<file path="config.mk">
export PLATFORM = sky130hd
export DESIGN_NAME = char_lcd_number_writer_top
export DESIGN_NICKNAME = d
export VERILOG_FILES = /design/src/design/lcdnw_pkg.sv /design/src/design/char_lcd_number_writer_top.sv /design/src/design/lcdnw_bcd.sv
export SDC_FILE = /design/constraint.sdc
export NUM_CORES = 1
export LEC_CHECK = 0
export ABC_AREA = 1
export BUFFER_PORTS_ARGS = -buffer_cell sky130_fd_sc_hd__buf_4
export CAP_MARGIN = 20
export CELL_PAD_IN_SITES_DETAIL_PLACEMENT = 2
export CELL_PAD_IN_SITES_GLOBAL_PLACEMENT = 2
export CORE_MARGIN = 2
export CORE_UTILIZATION = 38
export DETAILED_ROUTE_END_ITERATION = 10
export PLACE_DENSITY_LB_ADDON = 0.1
export SLEW_MARGIN = 20
export SYNTH_ARGS = -nofsm -noshare
export SYNTH_HDL_FRONTEND = slang
export SYNTH_HIERARCHICAL = 1
export SYNTH_SLANG_ARGS = --single-unit
</file>
<file path="constraint.sdc">
create_clock -name clk_i -period 8.7 [get_ports clk_i]
set_clock_uncertainty 0.05 [all_clocks]
set_input_delay 1.74 -clock clk_i [delete_from_list [all_inputs] [get_ports clk_i]]
set_output_delay 1.74 -clock clk_i [all_outputs]
set_load 0.01 [all_outputs]
</file>
<file path="src/design/lcdnw_pkg.sv">
// ----------------------------------------------------------------------------
// lcdnw_pkg: shared types and constants for the character LCD number writer
// Request op codes, the microcode word layout, the microprogram and the
// control word that runs the binary-to-BCD converter.
// ----------------------------------------------------------------------------
package lcdnw_pkg;

  // Field widths
  localparam int ValueW  = 16;
  localparam int ByteW   = 8;
  localparam int OpW     = 3;
  localparam int LineW   = 2;
  localparam int ColumnW = 6;
  localparam int DcountW = 5;

  // Digit limit and the counters that follow from it
  localparam int MaxDigits = 16;
  localparam int CntW      = $clog2(MaxDigits + 1);
  localparam int IdxW      = (MaxDigits > 1) ? $clog2(MaxDigits) : 1;

  // Decimal conversion: 5 BCD digits cover 0..65535
  localparam int BcdDigits = 5;
  localparam int BcdW      = 4 * BcdDigits;
  localparam int BitCntW   = $clog2(ValueW);
  localparam int HexDigits = ValueW / 4;

  // Request op codes
  localparam logic [OpW-1:0] OpInit = 3'd0;
  localparam logic [OpW-1:0] OpChar = 3'd1;
  localparam logic [OpW-1:0] OpUdec = 3'd2;
  localparam logic [OpW-1:0] OpSdec = 3'd3;
  localparam logic [OpW-1:0] OpHex  = 3'd4;
  localparam logic [OpW-1:0] OpBin  = 3'd5;

  // Display lines that take a cursor command
  localparam logic [LineW-1:0] LineOne = 2'd1;
  localparam logic [LineW-1:0] LineTwo = 2'd2;

  // LCD bytes
  localparam logic [ByteW-1:0] CmdFuncSet  = 8'h38;
  localparam logic [ByteW-1:0] CmdDispOn   = 8'h0C;
  localparam logic [ByteW-1:0] CmdEntry    = 8'h06;
  localparam logic [ByteW-1:0] CmdClear    = 8'h01;
  localparam logic [ByteW-1:0] CmdSetDdram = 8'h80;
  localparam logic [ByteW-1:0] Line2Offset = 8'h40;
  localparam logic [ByteW-1:0] ChMinus     = 8'h2D;
  localparam logic [ByteW-1:0] ChPlus      = 8'h2B;
  localparam logic [ByteW-1:0] ChZero      = 8'h30;
  localparam logic [ByteW-1:0] ChAlphaBase = 8'h37;  // 'A' - 10

  // Microprogram addresses
  localparam int PcW = 4;
  localparam logic [PcW-1:0] PcIdle  = 4'd0;
  localparam logic [PcW-1:0] PcInit  = 4'd1;
  localparam logic [PcW-1:0] PcDisp  = 4'd5;
  localparam logic [PcW-1:0] PcConv  = 4'd6;
  localparam logic [PcW-1:0] PcDigit = 4'd10;

  // Datapath action of one step
  typedef enum logic [2:0] {
    ActNone   = 3'd0,
    ActConst  = 3'd1,
    ActCursor = 3'd2,
    ActSign   = 3'd3,
    ActChar   = 3'd4,
    ActDigit  = 3'd5,
    ActConv   = 3'd6
  } act_e;

  // Jump condition; when false the step counter advances by one
  typedef enum logic [2:0] {
    CondNext     = 3'd0,
    CondAlways   = 3'd1,
    CondNotDec   = 3'd2,
    CondConvMore = 3'd3,
    CondIsChar   = 3'd4,
    CondDigMore  = 3'd5
  } cond_e;

  typedef struct packed {
    act_e             act;
    cond_e            cond;
    logic [PcW-1:0]   tgt;
    logic [ByteW-1:0] data;
    logic             last;
  } uword_t;

  // Converter control
  typedef struct packed {
    logic load;
    logic step;
  } bcd_ctrl_t;

  // Microprogram ROM
  function automatic uword_t ucode_rd(logic [PcW-1:0] pc);
    uword_t w;
    w = '{act: ActNone, cond: CondAlways, tgt: PcIdle, data: '0, last: 1'b0};
    case (pc)
      // init: four fixed commands
      4'd1: w = '{act: ActConst, cond: CondNext, tgt: PcIdle, data: CmdFuncSet,
                  last: 1'b0};
      4'd2: w = '{act: ActConst, cond: CondNext, tgt: PcIdle, data: CmdDispOn,
                  last: 1'b0};
      4'd3: w = '{act: ActConst, cond: CondNext, tgt: PcIdle, data: CmdEntry,
                  last: 1'b0};
      4'd4: w = '{act: ActConst, cond: CondAlways, tgt: PcIdle, data: CmdClear,
                  last: 1'b1};
      // display: skip conversion unless decimal
      4'd5: w = '{act: ActNone, cond: CondNotDec, tgt: 4'd7, data: '0, last: 1'b0};
      4'd6: w = '{act: ActConv, cond: CondConvMore, tgt: PcConv, data: '0,
                  last: 1'b0};
      4'd7: w = '{act: ActCursor, cond: CondNext, tgt: PcIdle, data: '0, last: 1'b0};
      4'd8: w = '{act: ActSign, cond: CondNext, tgt: PcIdle, data: '0, last: 1'b0};
      4'd9: w = '{act: ActChar, cond: CondIsChar, tgt: PcIdle, data: '0, last: 1'b1};
      4'd10: w = '{act: ActDigit, cond: CondDigMore, tgt: PcDigit, data: '0,
                   last: 1'b0};
      4'd11: w = '{act: ActNone, cond: CondAlways, tgt: PcIdle, data: '0, last: 1'b0};
      default: w = '{act: ActNone, cond: CondAlways, tgt: PcIdle, data: '0,
                     last: 1'b0};
    endcase
    return w;
  endfunction

endpackage

</file>
<file path="src/design/char_lcd_number_writer_top.sv">
// ----------------------------------------------------------------------------
// char_lcd_number_writer_top: character LCD number writer
// Turns each request into a run of LCD bus writes under microcode control.
// ----------------------------------------------------------------------------
// Usage:
//   Input channel (in_valid_i / in_stall_o) takes one request word: op,
//   line, column, value and digit_count. in_stall_o is high while a request
//   is being worked off; unknown op codes are taken and dropped.
//   Output channel (out_valid_o / out_stall_i) gives one bus write per word:
//   reg_select, bus_byte and last, which marks the final write of a request.
//   A microprogram steps through the request one control word per cycle,
//   except while a step that writes waits for the output register. Init
//   gives 4 writes. Display requests take a dispatch step, then for decimal
//   ops a conversion step per value bit (one bit per cycle through the BCD
//   converter), then a step each for cursor, sign, char and each digit,
//   plus one return step. The first write follows the dispatch step (and
//   the conversion for decimal) and is held in the output register.
//   When the receiver stalls, the output register holds its word and the
//   sequencer waits on the step that wants to write; nothing is lost.
//   Reset empties the output register and returns the sequencer to idle.
// ----------------------------------------------------------------------------
module char_lcd_number_writer_top (
  input  logic                                clk_i,
  input  logic                                rst_ni,
  input  logic                                in_valid_i,
  output logic                                in_stall_o,
  input  logic [lcdnw_pkg::OpW-1:0]           op_i,
  input  logic [lcdnw_pkg::LineW-1:0]         line_i,
  input  logic [lcdnw_pkg::ColumnW-1:0]       column_i,
  input  logic signed [lcdnw_pkg::ValueW-1:0] value_i,
  input  logic [lcdnw_pkg::DcountW-1:0]       digit_count_i,
  output logic                                out_valid_o,
  input  logic                                out_stall_i,
  output logic                                reg_select_o,
  output logic [lcdnw_pkg::ByteW-1:0]         bus_byte_o,
  output logic                                last_o
);
  import lcdnw_pkg::*;

  // request registers
  logic [PcW-1:0]     pc_q, pc_d;
  logic [OpW-1:0]     op_q;
  logic [LineW-1:0]   line_q;
  logic [ColumnW-1:0] column_q;
  logic [ValueW-1:0]  value_q;
  logic [CntW-1:0]    cnt_q, cnt_d;

  // output register
  logic             ovalid_q, ovalid_d;
  logic             rs_q, rs_d;
  logic [ByteW-1:0] byte_q, byte_d;
  logic             last_q, last_d;

  logic             accept, out_free, fire, emit, jump;
  logic             e_rs, e_last;
  logic [ByteW-1:0] e_byte, pos;
  logic             neg, is_dec;
  logic [ValueW-1:0] mag;
  logic [IdxW-1:0]  k;
  logic [3:0]       dig;
  logic [3:0]       bcd_dig [BcdDigits];
  logic [BcdW-1:0]  bcd;
  logic             conv_more;
  bcd_ctrl_t        bcd_ctrl;
  uword_t           w;

  assign accept   = in_valid_i && !in_stall_o;
  assign in_stall_o = (pc_q != PcIdle);
  assign out_free = !ovalid_q || !out_stall_i;
  assign w        = ucode_rd(pc_q);

  // signed magnitude; -32768 keeps its pattern 0x8000
  assign neg = value_i[ValueW-1];
  assign mag = neg ? (~value_i + 1'b1) : value_i;
  assign is_dec = (op_q == OpUdec) || (op_q == OpSdec);

  // decimal converter
  assign bcd_ctrl.load = accept;
  assign bcd_ctrl.step = (w.act == ActConv);

  lcdnw_bcd u_bcd (
    .clk_i  (clk_i),
    .rst_ni (rst_ni),
    .ctrl_i (bcd_ctrl),
    .value_i((op_i == OpSdec) ? mag : value_i),
    .bcd_o  (bcd),
    .more_o (conv_more)
  );

  // digit at position cnt-1, zero past the value's range
  always_comb begin
    for (int i = 0; i < BcdDigits; i++) begin
      bcd_dig[i] = bcd[4*i +: 4];
    end
    k   = IdxW'(cnt_q - 1'b1);
    dig = '0;
    if (is_dec) begin
      if (int'(k) < BcdDigits) begin
        dig = bcd_dig[k[2:0]];
      end
    end else if (op_q == OpHex) begin
      if (int'(k) < HexDigits) begin
        dig = value_q[{k[1:0], 2'b00} +: 4];
      end
    end else begin
      if (int'(k) < ValueW) begin
        dig = {3'b000, value_q[k[3:0]]};
      end
    end
  end

  // cursor position, modulo 256
  assign pos = ByteW'(column_q) - 8'd1 + ((line_q == LineTwo) ? Line2Offset : 8'd0);

  // datapath action of the current step
  always_comb begin
    emit   = 1'b0;
    e_rs   = 1'b1;
    e_byte = '0;
    e_last = 1'b0;
    case (w.act)
      ActConst: begin
        emit   = 1'b1;
        e_rs   = 1'b0;
        e_byte = w.data;
        e_last = w.last;
      end
      ActCursor: begin
        emit   = (line_q == LineOne) || (line_q == LineTwo);
        e_rs   = 1'b0;
        e_byte = CmdSetDdram | pos;
        e_last = (op_q != OpChar) && (op_q != OpSdec) && (cnt_q == '0);
      end
      ActSign: begin
        emit   = (op_q == OpSdec);
        e_byte = value_q[ValueW-1] ? ChMinus : ChPlus;
        e_last = (cnt_q == '0);
      end
      ActChar: begin
        emit   = (op_q == OpChar);
        e_byte = value_q[ByteW-1:0];
        e_last = w.last;
      end
      ActDigit: begin
        emit   = (cnt_q != '0);
        e_byte = (dig < 4'd10) ? (ChZero + ByteW'(dig)) : (ChAlphaBase + ByteW'(dig));
        e_last = (cnt_q == CntW'(1));
      end
      default: begin
        emit = 1'b0;
      end
    endcase
  end

  // jump condition
  always_comb begin
    case (w.cond)
      CondNext:     jump = 1'b0;
      CondAlways:   jump = 1'b1;
      CondNotDec:   jump = !is_dec;
      CondConvMore: jump = conv_more;
      CondIsChar:   jump = (op_q == OpChar);
      CondDigMore:  jump = (cnt_q > CntW'(1));
      default:      jump = 1'b1;
    endcase
  end

  // a step that writes waits for room in the output register
  assign fire = (pc_q != PcIdle) && (!emit || out_free);

  // sequencer
  always_comb begin
    pc_d  = pc_q;
    cnt_d = cnt_q;
    if (pc_q == PcIdle) begin
      if (accept) begin
        if (op_i == OpInit) begin
          pc_d = PcInit;
        end else if (op_i == OpChar || op_i == OpUdec || op_i == OpSdec ||
                     op_i == OpHex || op_i == OpBin) begin
          pc_d = PcDisp;
        end
        if (int'(digit_count_i) > MaxDigits) begin
          cnt_d = CntW'(MaxDigits);
        end else begin
          cnt_d = CntW'(digit_count_i);
        end
      end
    end else if (fire) begin
      pc_d = jump ? w.tgt : pc_q + 1'b1;
      if (w.act == ActDigit && emit) begin
        cnt_d = cnt_q - 1'b1;
      end
    end
  end

  // output register
  always_comb begin
    ovalid_d = ovalid_q;
    rs_d     = rs_q;
    byte_d   = byte_q;
    last_d   = last_q;
    if (fire && emit) begin
      ovalid_d = 1'b1;
      rs_d     = e_rs;
      byte_d   = e_byte;
      last_d   = e_last;
    end else if (!out_stall_i) begin
      ovalid_d = 1'b0;
    end
  end

  always_ff @(posedge clk_i or negedge rst_ni) begin
    if (!rst_ni) begin
      pc_q     <= PcIdle;
      ovalid_q <= 1'b0;
    end else begin
      pc_q     <= pc_d;
      ovalid_q <= ovalid_d;
    end
  end

  always_ff @(posedge clk_i) begin
    cnt_q  <= cnt_d;
    rs_q   <= rs_d;
    byte_q <= byte_d;
    last_q <= last_d;
    if (accept) begin
      op_q     <= op_i;
      line_q   <= line_i;
      column_q <= column_i;
      value_q  <= value_i;
    end
  end

  assign out_valid_o  = ovalid_q;
  assign reg_select_o = rs_q;
  assign bus_byte_o   = byte_q;
  assign last_o       = last_q;

endmodule

</file>
<file path="src/design/lcdnw_bcd.sv">
// ----------------------------------------------------------------------------
// lcdnw_bcd: serial binary to BCD converter
// Shift-and-add-3, one input bit per step; sixteen steps after a load.
// ----------------------------------------------------------------------------
module lcdnw_bcd (
  input  logic                                   clk_i,
  input  logic                                   rst_ni,
  input  lcdnw_pkg::bcd_ctrl_t                   ctrl_i,
  input  logic [lcdnw_pkg::ValueW-1:0]           value_i,
  output logic [lcdnw_pkg::BcdW-1:0]             bcd_o,
  output logic                                   more_o
);
  import lcdnw_pkg::*;

  logic [ValueW-1:0]  bin_q, bin_d;
  logic [BcdW-1:0]    bcd_q, bcd_d;
  logic [BitCntW-1:0] bit_q, bit_d;
  logic [BcdW-1:0]    adj;

  // add 3 to every digit of 5 or more, then shift one bit in
  always_comb begin
    for (int i = 0; i < BcdDigits; i++) begin
      adj[4*i +: 4] = (bcd_q[4*i +: 4] >= 4'd5) ? bcd_q[4*i +: 4] + 4'd3
                                               : bcd_q[4*i +: 4];
    end
    bin_d = bin_q;
    bcd_d = bcd_q;
    bit_d = bit_q;
    if (ctrl_i.load) begin
      bin_d = value_i;
      bcd_d = '0;
      bit_d = '0;
    end else if (ctrl_i.step) begin
      bcd_d = {adj[BcdW-2:0], bin_q[ValueW-1]};
      bin_d = {bin_q[ValueW-2:0], 1'b0};
      bit_d = bit_q + 1'b1;
    end
  end

  always_ff @(posedge clk_i or negedge rst_ni) begin
    if (!rst_ni) begin
      bit_q <= '0;
    end else begin
      bit_q <= bit_d;
    end
  end

  always_ff @(posedge clk_i) begin
    bin_q <= bin_d;
    bcd_q <= bcd_d;
  end

  assign bcd_o  = bcd_q;
  assign more_o = (bit_q != BitCntW'(ValueW - 1));

endmodule
</file>
==> results.sh <==
export IMPL_status="completed"
export IMPL_power_mw=2.20
export IMPL_drc_errors=0
export IMPL_max_freq_ghz=0.275
export IMPL_h_tree_depth=3
export IMPL_firstDrtPassIters=4
export IMPL_die_height_um=127
export IMPL_worstHoldPathType="reg2reg"
export IMPL_irDropWorstVdd_uv=134
export IMPL_ys_warn_count=6
export IMPL_io_buffers=47
export IMPL_postCtsSetupRepairBufs=0
export IMPL_tns_ns=0
export IMPL_ys_ff_latch=87
export IMPL_rows=45
export IMPL_syn_area_um2=5760
export IMPL_cp_start_kind="flip-flop"
export IMPL_instances_no_fill=1029
export IMPL_synth_top_area_share_pct=30.2
export IMPL_worst_path_largest_cell_delay_ns=0.73
export IMPL_worst_pin_slew_ns=0.873
export IMPL_cts_made_buffers=9
export IMPL_viasPerCell=5.17
export IMPL_async_flop_share_pct=10.3
export IMPL_worstPathRequired_ns=8.76
export IMPL_utilization_pct=43.8
export IMPL_grt_pass1_wl_um=31300
export IMPL_finalHoldViolations=0
export IMPL_rsz0062_at_grt="no"
export IMPL_netlist_top_cell_by_area="edfxtp_1"
export IMPL_dp_hpwl_um=14200
export IMPL_placed_area_um2=6260
export IMPL_diodes=0
export IMPL_synth_most_common_cell="nand2_1"
export IMPL_detail_route_antenna_nets=0
export IMPL_dp_slack_ns=4.72
export IMPL_grt_max_degree=47
export IMPL_synth_common_cells="nand2_1 (299), inv_1 (103), nand3_1 (84), edfxtp_1 (58), nor2_1 (46)"
export IMPL_synth_area_leaders="edfxtp_1 (30%), nand2_1 (19%), nand3_1 (7.3%), dfxtp_1 (6.9%), inv_1 (6.7%)"
export IMPL_yosys_most_used_dff="edfxtp_1"
export IMPL_place_congestion=0.832
export IMPL_maxCapViolCount=0
export IMPL_synth_edf_count=58
export IMPL_ys_types=39
export IMPL_drt_first_iter_violations=289
export IMPL_cts_root_buf="clkbuf_16"
export IMPL_end_kind="flip-flop"
export IMPL_nets=897
export IMPL_fillers=1780
export IMPL_synth_area_per_cell_um2=7.30
export IMPL_area_delta_synth_final_pct=14.1
export IMPL_drv_slew=0
export IMPL_pin_count=48
export IMPL_cts_max_path_buffers=2
export IMPL_cts_resized=0
export IMPL_wl_per_cell_um=18.3
export IMPL_cts_tree="yes"
export IMPL_wirelength_um=18800
export IMPL_setup_ws_ns=5.07
export IMPL_stdcell_area_um2=6580
export IMPL_antenna_found_initial=0
export IMPL_syn_nets=851
export IMPL_p_leak_nw=3.13
export IMPL_slew_headroom_pct=41.7
export IMPL_slowest_stage="ha_1"
export IMPL_path_clk_slew_ns=0.07
export IMPL_core_area_um2=15000
export IMPL_setup_viol_count_final=0
export IMPL_initial_core_util_pct=38.3
export IMPL_period_share_pct=41.8
export IMPL_synthCells=790
export IMPL_min_period_ns=3.63
export IMPL_drive_gt1_share_pct=11.5
export IMPL_worstPathArrival_ns=3.70
export IMPL_p_per_area_nw_per_um2=335
export IMPL_grt_overflow=0
export IMPL_die_area_um2=16200
export IMPL_crit_path_max_fanout=26
export IMPL_dpl_cell_count=1013
export IMPL_grt_pass1_vias=6048
export IMPL_critical_path_class="reg2reg"
export IMPL_worstPathCellList="buf_4 -> inv_2 -> ha_1 -> inv_1 -> nand3_1 -> a21oi_1 -> a21oi_1 -> nand3_1 -> nand2_1 -> inv_1 -> ha_1 -> nand2_1 -> nand3_1 -> nand2_1 -> nand2_1"
export IMPL_track_usage_pct=24.6
export IMPL_seq_area_frac_synth_pct=41.1
export IMPL_hold_buffers=0
export IMPL_die_width_um=127
export IMPL_path_delay_family="buffers and inverters"
export IMPL_vias=5322
export IMPL_clk_latency_ns=0.36
export IMPL_fin_hold_ws_ns=0.435
export IMPL_clock_sinks=87
export IMPL_cpMostUsedCell="nand2_1"
export IMPL_worst_path_buf_inv=4
[power by group]
part / total (mW) / internal [mW] / leakage, nW / switching (mW)
sequential: 0.671 / 0.601 / 0.812 / 0.0695
combinational: 1.11 / 0.318 / 2.17 / 0.790
clock: 0.424 / 0.249 / 0.153 / 0.175
total: 2.20 / 1.17 / 3.13 / 1.03
[flip-flops by register name, indices dropped and copies added, names as in the netlist, 2 cells and up]
| name | count |
|---|---|
| bus_byte_o | 8 |
| cnt_q | 5 |
| column_q | 6 |
| line_q | 2 |
| op_q | 3 |
| pc_q | 4 |
| u_bcd/bcd_o | 20 |
| u_bcd/bin_q | 16 |
| u_bcd/bit_q | 4 |
| value_q | 16 |
[tightest hold or removal path: stages, from the launching register on]
cell      delay, ns
edfxtp_1       0.34
nand2_1        0.05
o21ai_0        0.06
[cell usage in the layout, fill, tap and decap left out, drive strengths merged, types with 3 or more instances in the layout]
cell    Yosys  layout
xnor2       3       3
ha         25      25
nor2       50      50
o21ai      36      36
nand3      95      95
edfxtp     58      58
clkinv      0       4
nand2     306     306
clkbuf      0       9
xor2       14      14
buf        15      50
dfrtp       9       9
inv       108     108
nor3       17      17
a21oi      15      15
dfxtp      20      20
nand4       5       5
[routing by layer]
layer  vias to the layer above  global-route usage [%]  share of wire, %
li1                       2628                       -                 -
met1                      2600                    28.7                42
met2                        66                    45.9                53
met3                        28                    3.31               2.3
met4                         0                    9.18               2.3
met5                         -                       0                 0
[final cells by class]
cell class,instances,area (µm²),area share (%)
clock buffer,9,225,3.42
clock inverter,7,87.6,1.33
multi-input combinational,580,2870,43.6
inverter,108,420,6.39
sequential,87,2370,36.0
tap,188,235,3.58
timing repair buffer,50,375,5.71
[path summary, 6_finish.rpt]
| path | slack [ns] | endpoint | from | cells after the start |
|---|---|---|---|---|
| max | 5.07 | bus_byte_o[2] | cnt_q[0] | 15 |
| min | 0.44 | u_bcd/bcd_o[0] | u_bcd/bin_q[15] | 2 |
| max reg2reg | 5.07 | bus_byte_o[2] | cnt_q[0] | 15 |
| min reg2reg | 0.44 | u_bcd/bcd_o[0] | u_bcd/bin_q[15] | 2 |
| max in group asynchronous | 7.31 | pc_q[3] | rst_ni | 1 |
| min in group asynchronous | 1.14 | u_bcd/bit_q[1] | rst_ni | 1 |
[kinds of logic after synthesis]
family | Yosys count | share of synthesized area, %
AND/OR/NAND/NOR | 476 | 35.8
buffers and inverters | 123 | 9.33
flip-flops | 87 | 41.1
AO/OA/AOI/OAI | 62 | 5.84
adder cells (fa/ha/maj) | 25 | 5.43
XOR/XNOR | 17 | 2.58
No activity file was read; power rests on OpenSTA's default activity.
